<file path="src/rtl/core/stream_substring_replace_assert.svh">
// assertion macros for the stream substring replace block
// no dependencies; define ASSERT_OFF to compile the checks out
`ifndef STREAM_SUBSTRING_REPLACE_ASSERT_SVH
`define STREAM_SUBSTRING_REPLACE_ASSERT_SVH

`ifndef ASSERT_OFF
`define SSR_ASSERT_IMP(lbl, clk, rst, ante, cons) \
  lbl: assert property (@(posedge clk) disable iff (rst) (ante) |-> (cons)) \
    else $error("assertion failed");
`define SSR_ASSERT_NEXT(lbl, clk, rst, ante, cons) \
  lbl: assert property (@(posedge clk) disable iff (rst) (ante) |=> (cons)) \
    else $error("assertion failed");
`else
`define SSR_ASSERT_IMP(lbl, clk, rst, ante, cons)
`define SSR_ASSERT_NEXT(lbl, clk, rst, ante, cons)
`endif

`endif

</file>
<file path="src/rtl/core/ssr_pkg.sv">
// shared types, constants and helpers of the stream substring replace block
// no dependencies
package ssr_pkg;

  localparam int MAX_PATTERN = 8;
  localparam int MAX_REPLACE = 8;
  localparam int CFG_W       = 64;
  localparam int CFG_IDX_W   = 2;
  localparam int QUEUE_DEPTH = 4;
  localparam int QPTR_W      = 2;
  localparam int QCNT_W      = 3;

  localparam logic [CFG_IDX_W-1:0] REG_PATTERN_LEN   = 2'd0;
  localparam logic [CFG_IDX_W-1:0] REG_PATTERN_BYTES = 2'd1;
  localparam logic [CFG_IDX_W-1:0] REG_REPLACE_LEN   = 2'd2;
  localparam logic [CFG_IDX_W-1:0] REG_REPLACE_BYTES = 2'd3;

  // one queued emission: up to eight bytes, then optionally the end of text
  typedef struct packed {
    logic [63:0] data;
    logic [3:0]  count;
    logic        last;
    logic [31:0] match_cnt;
  } cmd_t;

  typedef struct packed {
    logic full;
    logic empty;
  } queue_status_t;

  function automatic logic [31:0] sat_inc(input logic [31:0] v);
    sat_inc = (v == 32'hFFFF_FFFF) ? v : v + 32'd1;
  endfunction

endpackage

</file>
<file path="src/rtl/core/stream_substring_replace.sv">
// top level of the streaming find and replace block
// depends on ssr_pkg, ssr_front, ssr_queue, ssr_back and the assertion header
//
// Replaces every leftmost, non-overlapping occurrence of a pattern of 1 to 8
// bytes in a byte stream by a replacement of 0 to 8 bytes. One text byte is
// taken per cycle; each byte with output becomes a command for a four-entry
// queue, and the output side drains one byte per cycle unless out_ready is
// low, so a byte that causes n output bytes holds the output until all are
// sent, and input keeps flowing until the queue fills. Output is registered.
// The byte flagged end_of_text flushes the window and carries out_last; when
// it causes no byte, a marker with byte_valid low is sent. Write configuration
// only while the block is empty; a pattern length write drops the window.
`include "stream_substring_replace_assert.svh"

module stream_substring_replace (
  input  logic                          clk,
  input  logic                          rst,
  input  logic                          cfg_write,
  input  logic [ssr_pkg::CFG_IDX_W-1:0] cfg_index,
  input  logic [ssr_pkg::CFG_W-1:0]     cfg_data,
  input  logic                          in_valid,
  output logic                          in_ready,
  input  logic [7:0]                    text_byte,
  input  logic                          end_of_text,
  output logic                          out_valid,
  input  logic                          out_ready,
  output logic [7:0]                    out_byte,
  output logic                          byte_valid,
  output logic                          out_last,
  output logic [31:0]                   out_length,
  output logic [31:0]                   match_count
);

  ssr_pkg::cmd_t          push_cmd;
  ssr_pkg::cmd_t          head_cmd;
  ssr_pkg::queue_status_t qstat;
  logic                   push;
  logic                   pop;

  ssr_front u_front (
    .clk         (clk),
    .rst         (rst),
    .cfg_write   (cfg_write),
    .cfg_index   (cfg_index),
    .cfg_data    (cfg_data),
    .in_valid    (in_valid),
    .in_ready    (in_ready),
    .text_byte   (text_byte),
    .end_of_text (end_of_text),
    .qstat       (qstat),
    .push        (push),
    .cmd         (push_cmd)
  );

  ssr_queue u_queue (
    .clk     (clk),
    .rst     (rst),
    .push    (push),
    .cmd_in  (push_cmd),
    .pop     (pop),
    .cmd_out (head_cmd),
    .qstat   (qstat)
  );

  ssr_back u_back (
    .clk          (clk),
    .rst          (rst),
    .head         (head_cmd),
    .qstat        (qstat),
    .pop          (pop),
    .out_valid    (out_valid),
    .out_ready    (out_ready),
    .out_byte     (out_byte),
    .byte_valid   (byte_valid),
    .out_last     (out_last),
    .out_length   (out_length),
    .match_count  (match_count)
  );

  `SSR_ASSERT_IMP(a_marker_is_last, clk, rst, out_valid && !byte_valid, out_last)
  `SSR_ASSERT_IMP(a_length_counts_byte, clk, rst, out_valid && byte_valid, out_length != 32'd0)
  `SSR_ASSERT_NEXT(a_end_queued, clk, rst, in_valid && in_ready && end_of_text, !qstat.empty)

endmodule

</file>
<file path="src/rtl/core/ssr_front.sv">
// front end: configuration registers, match window and command builder
// depends on ssr_pkg
module ssr_front (
  input  logic                          clk,
  input  logic                          rst,
  input  logic                          cfg_write,
  input  logic [ssr_pkg::CFG_IDX_W-1:0] cfg_index,
  input  logic [ssr_pkg::CFG_W-1:0]     cfg_data,
  input  logic                          in_valid,
  output logic                          in_ready,
  input  logic [7:0]                    text_byte,
  input  logic                          end_of_text,
  input  ssr_pkg::queue_status_t        qstat,
  output logic                          push,
  output ssr_pkg::cmd_t                 cmd
);

  logic [3:0]  pattern_len;
  logic [63:0] pattern_bytes;
  logic [3:0]  replace_len;
  logic [63:0] replace_bytes;

  logic [7:0]  window [ssr_pkg::MAX_PATTERN];
  logic [2:0]  fill;
  logic [31:0] matches_seen;

  logic [7:0]  w_ins [ssr_pkg::MAX_PATTERN];
  logic [3:0]  fill_ins;
  logic [3:0]  plen;
  logic [3:0]  rlen;
  logic        full;
  logic        hit;
  logic        accept;
  logic [31:0] matches_next;
  logic [2:0]  fill_next;

  assign in_ready = !qstat.full;
  assign accept   = in_valid && in_ready;

  always_comb begin
    plen = pattern_len;
    if (pattern_len == 4'd0) plen = 4'd1;
    else if (pattern_len > 4'(ssr_pkg::MAX_PATTERN)) plen = 4'(ssr_pkg::MAX_PATTERN);
    rlen = replace_len;
    if (replace_len > 4'(ssr_pkg::MAX_REPLACE)) rlen = 4'(ssr_pkg::MAX_REPLACE);
  end

  always_comb begin
    w_ins = window;
    w_ins[fill] = text_byte;
    fill_ins = {1'b0, fill} + 4'd1;
    full = (fill_ins == plen);
    hit = full && (pattern_len != 4'd0);
    for (int i = 0; i < ssr_pkg::MAX_PATTERN; i++) begin
      if ((4'(i) < plen) && (w_ins[i] != pattern_bytes[8*i +: 8])) hit = 1'b0;
    end
    matches_next = hit ? ssr_pkg::sat_inc(matches_seen) : matches_seen;
    if (hit || end_of_text) fill_next = 3'd0;
    else if (full) fill_next = 3'(plen - 4'd1);
    else fill_next = fill_ins[2:0];
  end

  always_comb begin
    for (int i = 0; i < ssr_pkg::MAX_PATTERN; i++) begin
      cmd.data[8*i +: 8] = w_ins[i];
    end
    if (hit) begin
      cmd.data  = replace_bytes;
      cmd.count = rlen;
    end else if (full) begin
      cmd.count = end_of_text ? plen : 4'd1;
    end else begin
      cmd.count = end_of_text ? fill_ins : 4'd0;
    end
    cmd.last      = end_of_text;
    cmd.match_cnt = matches_next;
    push = accept && ((cmd.count != 4'd0) || end_of_text);
  end

  always_ff @(posedge clk) begin
    if (rst) begin
      pattern_len   <= 4'd1;
      pattern_bytes <= '0;
      replace_len   <= 4'd0;
      replace_bytes <= '0;
      fill          <= 3'd0;
      matches_seen  <= 32'd0;
    end else if (cfg_write) begin
      unique case (cfg_index)
        ssr_pkg::REG_PATTERN_LEN: begin
          pattern_len <= cfg_data[3:0];
          fill        <= 3'd0;
        end
        ssr_pkg::REG_PATTERN_BYTES: pattern_bytes <= cfg_data;
        ssr_pkg::REG_REPLACE_LEN:   replace_len   <= cfg_data[3:0];
        ssr_pkg::REG_REPLACE_BYTES: replace_bytes <= cfg_data;
        default: ;
      endcase
    end else if (accept) begin
      fill         <= fill_next;
      matches_seen <= end_of_text ? 32'd0 : matches_next;
    end
  end

  // window shifts left on a full mismatch, otherwise takes the new byte
  always_ff @(posedge clk) begin
    if (accept) begin
      if (full && !hit) begin
        for (int i = 0; i < ssr_pkg::MAX_PATTERN - 1; i++) begin
          window[i] <= w_ins[i+1];
        end
        window[ssr_pkg::MAX_PATTERN-1] <= w_ins[ssr_pkg::MAX_PATTERN-1];
      end else begin
        window <= w_ins;
      end
    end
  end

endmodule

</file>
<file path="src/rtl/core/ssr_queue.sv">
// command queue between front and back ends
// depends on ssr_pkg
module ssr_queue (
  input  logic                   clk,
  input  logic                   rst,
  input  logic                   push,
  input  ssr_pkg::cmd_t          cmd_in,
  input  logic                   pop,
  output ssr_pkg::cmd_t          cmd_out,
  output ssr_pkg::queue_status_t qstat
);

  ssr_pkg::cmd_t                entries [ssr_pkg::QUEUE_DEPTH];
  logic [ssr_pkg::QPTR_W-1:0]   wr_ptr;
  logic [ssr_pkg::QPTR_W-1:0]   rd_ptr;
  logic [ssr_pkg::QCNT_W-1:0]   cnt;
  logic                         do_push;
  logic                         do_pop;

  assign qstat.full  = (cnt == ssr_pkg::QCNT_W'(ssr_pkg::QUEUE_DEPTH));
  assign qstat.empty = (cnt == '0);
  assign do_push     = push && !qstat.full;
  assign do_pop      = pop && !qstat.empty;
  assign cmd_out     = entries[rd_ptr];

  always_ff @(posedge clk) begin
    if (rst) begin
      wr_ptr <= '0;
      rd_ptr <= '0;
      cnt    <= '0;
    end else begin
      if (do_push) wr_ptr <= wr_ptr + ssr_pkg::QPTR_W'(1);
      if (do_pop) rd_ptr <= rd_ptr + ssr_pkg::QPTR_W'(1);
      cnt <= cnt + ssr_pkg::QCNT_W'(do_push) - ssr_pkg::QCNT_W'(do_pop);
    end
  end

  always_ff @(posedge clk) begin
    if (do_push) entries[wr_ptr] <= cmd_in;
  end

endmodule

</file>
<file path="src/rtl/core/ssr_back.sv">
// back end: expands queued commands into output bytes and keeps the length count
// depends on ssr_pkg
module ssr_back (
  input  logic                   clk,
  input  logic                   rst,
  input  ssr_pkg::cmd_t          head,
  input  ssr_pkg::queue_status_t qstat,
  output logic                   pop,
  output logic                   out_valid,
  input  logic                   out_ready,
  output logic [7:0]             out_byte,
  output logic                   byte_valid,
  output logic                   out_last,
  output logic [31:0]            out_length,
  output logic [31:0]            match_count
);

  logic [2:0]  idx;
  logic [31:0] bytes_emitted;
  logic [31:0] emitted_next;
  logic        advance;
  logic        is_final;
  logic        bvalid;
  logic [7:0]  cur_byte;

  always_comb begin
    advance  = !qstat.empty && (!out_valid || out_ready);
    bvalid   = (head.count != 4'd0);
    is_final = !bvalid || ({1'b0, idx} == head.count - 4'd1);
    cur_byte = bvalid ? head.data[{idx, 3'b000} +: 8] : 8'd0;
    emitted_next = bvalid ? ssr_pkg::sat_inc(bytes_emitted) : bytes_emitted;
    pop = advance && is_final;
  end

  always_ff @(posedge clk) begin
    if (rst) begin
      idx           <= 3'd0;
      bytes_emitted <= 32'd0;
      out_valid     <= 1'b0;
    end else if (advance) begin
      idx           <= is_final ? 3'd0 : idx + 3'd1;
      bytes_emitted <= (head.last && is_final) ? 32'd0 : emitted_next;
      out_valid     <= 1'b1;
    end else if (out_ready) begin
      out_valid <= 1'b0;
    end
  end

  always_ff @(posedge clk) begin
    if (advance) begin
      out_byte    <= cur_byte;
      byte_valid  <= bvalid;
      out_last    <= head.last && is_final;
      out_length  <= emitted_next;
      match_count <= head.match_cnt;
    end
  end

endmodule
</file>
<file path="config.mk">
export PLATFORM = sky130hd
export DESIGN_NAME = stream_substring_replace
export DESIGN_NICKNAME = d
export VERILOG_FILES = /design/src/rtl/core/ssr_pkg.sv /design/src/rtl/core/stream_substring_replace.sv /design/src/rtl/core/ssr_front.sv /design/src/rtl/core/ssr_queue.sv /design/src/rtl/core/ssr_back.sv
export VERILOG_INCLUDE_DIRS = /design/src /design/src/rtl/core
export SDC_FILE = /design/constraint.sdc
export NUM_CORES = 1
export LEC_CHECK = 0
export BUFFER_PORTS_ARGS = -buffer_cell sky130_fd_sc_hd__buf_2
export CAP_MARGIN = 25
export CORE_ASPECT_RATIO = 0.75
export CORE_UTILIZATION = 35
export CTS_CLUSTER_SIZE = 30
export DETAILED_ROUTE_END_ITERATION = 7
export PLACE_DENSITY_LB_ADDON = 0.12
export SLEW_MARGIN = 20
export SYNTH_ARGS = -nofsm -noshare
export SYNTH_HDL_FRONTEND = slang
export SYNTH_SLANG_ARGS = --single-unit
</file>
<file path="constraint.sdc">
create_clock -name clk -period 13.9 [get_ports clk]
set_input_delay 1.39 -clock clk [delete_from_list [all_inputs] [get_ports clk]]
set_output_delay 1.39 -clock clk [all_outputs]
set_load 0.1 [all_outputs]
</file>
# Yosys cells after proc, flatten, opt, wreduce, memory -nomap -nowiden
# Memory sizes are Yosys's and may differ from the RTL's. A register that Yosys moved wholly into a read port is not among the register bits.
# Index checks and enable logic that the tools add are counted.
[word_totals]
reg_bits = 352
ram_bits = 404
in_bits = 80
out_inout_bits = 76
wordCells = 147
memories = 1
[classes]
add_sub_neg = 10
magnitude_cmp = 12
n_eq_ne = 17
shifts = 1
mux = 38
bitwise_logic = 2
n_reduce_logical = 41
[memory_table]
columns = ["name", "depth", "width", "read_ports", "rd_clocked_by_memory_dff", "wr", "line_no", "source"]
rows = [
  ["u_queue.entries", 4, 101, 1, 1, 1, "ssr_queue.sv:13", "ssr_pkg::cmd_t entries [ssr_pkg::QUEUE_DEPTH];"],
]
[op_table]
columns = ["op", "n"]
rows = [
  ["32-bit two-way mux", 6],
  ["64-bit two-way mux", 2],
  ["32-bit by 1-bit adder with 32-bit output, second input constant", 2],
  ["64-bit bitwise mux", 1],
  ["32-bit == test, second input constant", 2],
  ["8-bit inequality test", 8],
  ["64-bit by 7-bit indexed part select with 8-bit output", 1],
  ["4-bit two-way mux", 7],
  ["8-bit demux with 3-bit select", 1],
  ["1-bit logical AND", 18],
  ["3-bit two-way mux", 6],
  ["3-bit by 4-bit < comparator with 1-bit output, first input constant", 4],
  ["1-bit two-way mux", 12],
  ["2-bit AND reduction", 6],
  ["4-bit nonzero test", 3],
  ["4-bit greater-than comparator, second input constant", 2],
  ["1-bit by 4-bit < comparator with 1-bit output, first input constant", 2],
  ["2-bit by 4-bit < comparator with 1-bit output, first input constant", 2],
  ["8-bit two-way mux", 1],
  ["1-bit zero test", 5],
  ["2-bit by 1-bit adder with 2-bit output, second input constant", 2],
  ["3-bit by 1-bit adder with 4-bit output, second input constant", 1],
  ["2-bit == test, second input constant", 2],
  ["3-bit by 4-bit == test with 1-bit output", 1],
  ["19 further kinds", 24],
]

# Longest topological paths before layout
[logic_depth]
depth_word = 23
mapped_depth = 16

# Modules after synthesis
# From an unflattened synthesis, not the netlist that was laid out.
[hier_totals]
hier_cells = 2606
hier_area_um2 = 33249.4
[modules_own_cells]
columns = ["module", "instances", "cells_each", "area_per_inst_um2"]
rows = [
  ["ssr_queue", 1, 578, 15049.4],
  ["ssr_front", 1, 1617, 13118.8],
  ["ssr_back", 1, 411, 5081.1],
]

# Worst setup path before layout
# OpenSTA, ideal clock, no wires.
[synth_path]
path_type = "input-to-reg"
startpoint = "in in_valid"
endpoint = "mem u_queue.entries[0][0] (netlist name) (enable)"
setup_time_ns = 0.471
arrival_ns = 6.084
setup_slack_ns = 7.344
stages = 4
n_path_buf = 0
path_cell_list = "and2_1 > o21ai_0 > a41oi_1 > and2_1"
[synth_between]
elab_chain_cells = 5
[synth_lines]
columns = ["element", "line_no", "source"]
rows = [
  ["from (decl)", "stream_substring_replace.sv:21", "input logic in_valid,"],
  ["1-bit logical AND", "ssr_front.sv:38", "assign accept = in_valid && in_ready;"],
  ["1-bit logical AND", "ssr_front.sv:77", "push = accept && ((cmd.count != 4'd0) || end_of_text);"],
  ["1-bit logical AND", "ssr_queue.sv:22", "assign do_push = push && !qstat.full;"],
  ["1-bit two-way mux", "ssr_queue.sv:39", "if (do_push) entries[wr_ptr] <= cmd_in;"],
  ["1-bit two-way mux (implied by the code)", "ssr_queue.sv:39", ""],
  ["to (decl)", "ssr_queue.sv:13", ""],
]
# Every way passes these cells.

# Worst setup path after layout
[layout_path]
startpoint = "reg u_front.fill[1]"
endpoint = "mem u_queue.entries[0][70] (netlist name) (enable)"
[layout_between]
elab_chain_cells = 23
[layout_lines]
columns = ["element", "line_no", "source"]
rows = [
  ["from (decl)", "ssr_front.sv:24", "logic [2:0] fill;"],
  ["from (signal assigned)", "ssr_front.sv:100", "fill <= fill_next;"],
  ["3-bit inverter with 4-bit output (implied by the code)", "ssr_front.sv:50", "w_ins[fill] = text_byte;"],
  ["4-bit greater-or-equal comparator (implied by the code) or 4-bit by 1-bit < comparator with 1-bit output (tied branches)", "ssr_front.sv:50", ""],
  ["1-bit logical AND (implied by the code)", "ssr_front.sv:50", ""],
  ["8-bit two-way mux (implied by the code)", "ssr_front.sv:50", ""],
  ["8-bit demux with 3-bit select", "ssr_front.sv:50", ""],
  ["64-bit bitwise mux", "ssr_front.sv:50", ""],
  ["8-bit inequality test", "ssr_front.sv:55", "if ((4'(i) < plen) && (w_ins[i] != pattern_bytes[8*i +: 8])) hit = 1'b0;"],
  ["1-bit logical AND", "ssr_front.sv:55", ""],
  ["1-bit two-way mux (8 in series)", "ssr_front.sv:55", ""],
  ["4-bit two-way mux (*)", "ssr_front.sv:67", "if (hit) begin"],
  ["4-bit nonzero test (*)", "ssr_front.sv:77", ""],
  ["1-bit logical OR (*)", "ssr_front.sv:77", ""],
  ["1-bit logical AND (*)", "ssr_front.sv:77", ""],
  ["1-bit logical AND (*)", "ssr_queue.sv:22", ""],
  ["1-bit two-way mux (*)", "ssr_queue.sv:39", ""],
  ["1-bit two-way mux (implied by the code) (*)", "ssr_queue.sv:39", ""],
]
# Mark *: on every way between the ends. The rest lies on a longest branch, timed or not.

==> results.yml <==
clock_tree:
  tritoncts.num_buffers: 81
  clk_pin_slew_worst_paths_ns: 0.07
  clock_sinks: 758
  htree_levels: 3
  post-cts-setup-buffers: 0
  clock_insertion_delay_worst_skew_ns: 0.65
  cts.root.buffer_cell: "clkbuf_16"
  postCtsResizedCells: 0
  tritoncts: "yes"
  cts_hold_repair.buffers: 0
  cts-root-to-sink-buffers: 3
synth:
  muxShareOfSynthArea_pct: 9.635
  cells_after_synth: 2762
  synth.ff_latch_count: 758
  synth-async-reset-ratio_pct: 0
  mappedNetlistNets: 2858
  syn_area_per_cell_um2: 12.22
  netlist.top_cell.by_area: "edfxtp_1"
  synth.cells.most_frequent: "edfxtp_1, nand2_1, a21oi_1"
  synthesis.yosys.warnings: 0
  synth.distinct_cells: 82
  synth.yosys.seq_area_share_pct: 61.03
  top_area_cells_in_the_synthesized_netlist: "edfxtp_1, dfxtp_1, mux4_2"
  edff_count_synth: 542
  synth_adder_area_share_pct: 0.6154
  yosys.area_share.xor_xnor_pct: 2.751
  synth.most_common_cell: "edfxtp_1"
  area_share_of_the_largest_cell_type_after_synthesis_pct: 48.22
  synth_top_family_by_area: "simple AND/OR/NAND/NOR gates"
  complex_gate_fraction_of_the_synthesized_area_pct: 9.449
  synth_ff_type: "edfxtp_1"
  synth_area_mm2: 0.03375
  synth_simple_gate_area_share_pct: 13.43
worst_setup_path:
  critical_path_class: "reg -> reg"
  critical_path.endpoint_type: "flop"
  critical_path.most_common_cell: "buf_4"
  path_delay_family: "simple AND/OR/NAND/NOR gates"
  cell_breakdown_of_the_critical_path: "buf_4 > nand3b_1 > mux2i_1 > xnor2_1 > nor4_1 > nand4_1 > nor4_1 > a21o_1 > buf_4 > a41oi_1 > and2_4 > buf_4 > buf_16"
  worst_path_largest_cell_delay_ns: 0.87
  critical_path.startpoint_type: "flop"
  cp_num_buf_inv: 4
  worst-endpoint-required_ns: 14.26
  timing.critical_path.fanout_max: 37
  crit_arrival_ns: 6.68
  cp_slowest_cell: "mux2i_1"
cells_and_area:
  layout.nets: 2956
  final_layout_size_suffix_gt1_share_pct: 16.25
  flow.area_growth_from_synthesis_pct: 14.27
  num-fill-cells: 9125
floorplanning:
  number_of_standard_cell_rows_in_the_floorplan: 98
  io_pins: 156
  dieHeight_um: 270.9
  floorplan.core_area_mm2: 0.09540
  floorplan.initialDensity_pct: 35.38
  area_enclosed_by_the_die_boundary_mm2: 0.09769
  die_width_um: 360.6
timing:
  setup-tns-final_ns: 0
  hold_slack_ns: 0.4582
  rsz0062_at_grt: "false"
  relSlewSlack_pct: 23.99
  final.setup.worst_slack_ns: 7.574
  finalHoldViolCount: 0
  post-route-period-util_pct: 45.51
  tightest_slew_ns: 1.128
  final_slew_viol_count: 0
  report.final.setup_viol: 0
  clock.fmax_mhz: 158.1
  worst_clock_skew_ns: 0.02119
  min_period_ns: 6.326
global_routing:
  via_count_of_the_first_global_routing_pass: 22363
  grt_util_all_layers_pct: 21.65
  grt_first_pass_wirelength_um: 156300
  grt_remaining_overflow: 0
  number_of_antenna_violations_at_the_first_check_in_global_routing: 5
  grt_start_max_net_pins: 95
hold_path:
  min-delay-path-class: "reg -> reg"
routing:
  wl_per_cell_um: 25.56
  ant_nets: 0
  drt-vias-per-instance: 5.629
  drt-initial-drc-count: 2811
  total_via_count_after_detailed_routing: 23552
  totalWireLength_um: 106900
  post-route-drc-count: 0
  number_of_detailed_routing_iterations_run_before_antenna_repair: 7
place:
  dpl_worst_slack_ns: 7.274
  portBuffers: 155
  placed_wire_length_estimate_after_detailed_placement_um: 72220
  finalWeightedCongestion: 0.8748
run:
  max_cap_violations: 0
pwr:
  irDropWorstVdd_mv: 0.1392
  power.static_leakage_nw: 13.03
  overall_power_consumption_w: 0.007484
  power.density_cell_area_mw_per_mm2: 194.1
outcome:
  outcome: "complete, no violations"
==> kinds of logic (layout without fill, tap and decap cells) <==
family	Yosys count	after routing
multiplexers	178	178
AO/OA/AOI/OAI	496	496
buffers and inverters	269	436
adder cells (fa/ha/maj)	16	16
other	0	5
flip-flops	758	758
AND/OR/NAND/NOR	939	939
XOR/XNOR	106	106
==> cell type report <==
type                       instances  area (um^2)  share of cell area [%]
inverter                          74        280.3                  0.7267
multi-input combinational       1735        12190                   31.61
tap                             1250         1564                   4.055
sequential                       758        20610                   53.43
clock buffer                     107         2165                   5.613
timing repair buffer             210         1292                   3.351
clock inverter                    45        456.7                   1.184
antenna                            5        12.51                 0.03244
==> cell usage in the layout, fill, tap and decap left out, types with 19 or more instances in the layout <==
cell       netlist  final
nor2b_1         28     28
buf_2           18    155
o21ai_0         34     32
xnor2_1         59     59
nor2_1         126    124
buf_4            2     48
inv_1           73     72
a21oi_1        235    234
mux4_2         117    117
xor2_1          47     47
clkbuf_1       143     22
clkbuf_16        0     81
nor3_1          95     95
or3_1           24     24
edfxtp_1       542    542
o221ai_1        36     36
mux2i_1         56     56
and2_1          59     54
and3_1          20     19
nand3_1         48     47
dfxtp_1        216    214
nand4_1         25     25
nand2_1        408    406
o211ai_1        56     56
==> routing by layer <==
layer	share of wire, %	GRT usage [%]	vias up
met5	0.038	0	-
met4	1.9	4.759	6
met3	8.8	4.948	141
met2	40	28.79	895
met1	50	34.82	11973
li1	-	-	10537
==> path summary, 6_finish.rpt <==
kind	startpoint	endpoint	slack, ns	cells after the start
worst max-delay path	u_front.fill[1]	u_queue.entries[0][70]	7.57	13
worst min-delay path	u_front.replace_bytes[62]	u_front.replace_bytes[62]	0.46	2
worst max register to register	u_front.fill[1]	u_queue.entries[0][70]	7.57	13
worst min register to register	u_front.replace_bytes[62]	u_front.replace_bytes[62]	0.46	2
==> per-stage QoR <==
stage | utilization (%) | cells | cell area (um^2)
6_report | 40.43 | 4184 | 38570
5_1_grt | 40.42 | 4179 | 38550
4_1_cts | 40.40 | 4177 | 38540
3_5_place_dp | 37.65 | 4025 | 35920
3_3_place_gp | 37.49 | 4019 | 35770
2_1_floorplan | - | 2762 | 33750
==> sequential cells by signal, indices dropped and copies added (netlist names), 32 cells and up, named ones only <==
signal,flops
u_front.replace_bytes,64
u_queue.entries,404
u_back.match_count,32
u_front.pattern_bytes,64
u_front.window,64
u_back.bytes_emitted,32
u_back.out_length,32
u_front.matches_seen,32
==> power by group <==
group	total, W	switching, W	internal, W	leakage [nW]
Clock	0.00216	0.000934	0.00122	1.26
Sequential	0.00304	0.000142	0.00290	6.80
Combinational	0.00229	0.00172	0.000568	4.96
==> worst register-to-register path: stages, from the launching register on <==
cell	delay, ns
dfxtp_1	0.31
buf_4	0.35
nand3b_1	0.60
mux2i_1	0.88
xnor2_1	0.13
nor4_1	0.33
nand4_1	0.37
nor4_1	0.71
a21o_1	0.21
buf_4	0.41
a41oi_1	0.52
and2_4	0.49
buf_4	0.40
buf_16	0.28
(Power assumes the default switching activity.)
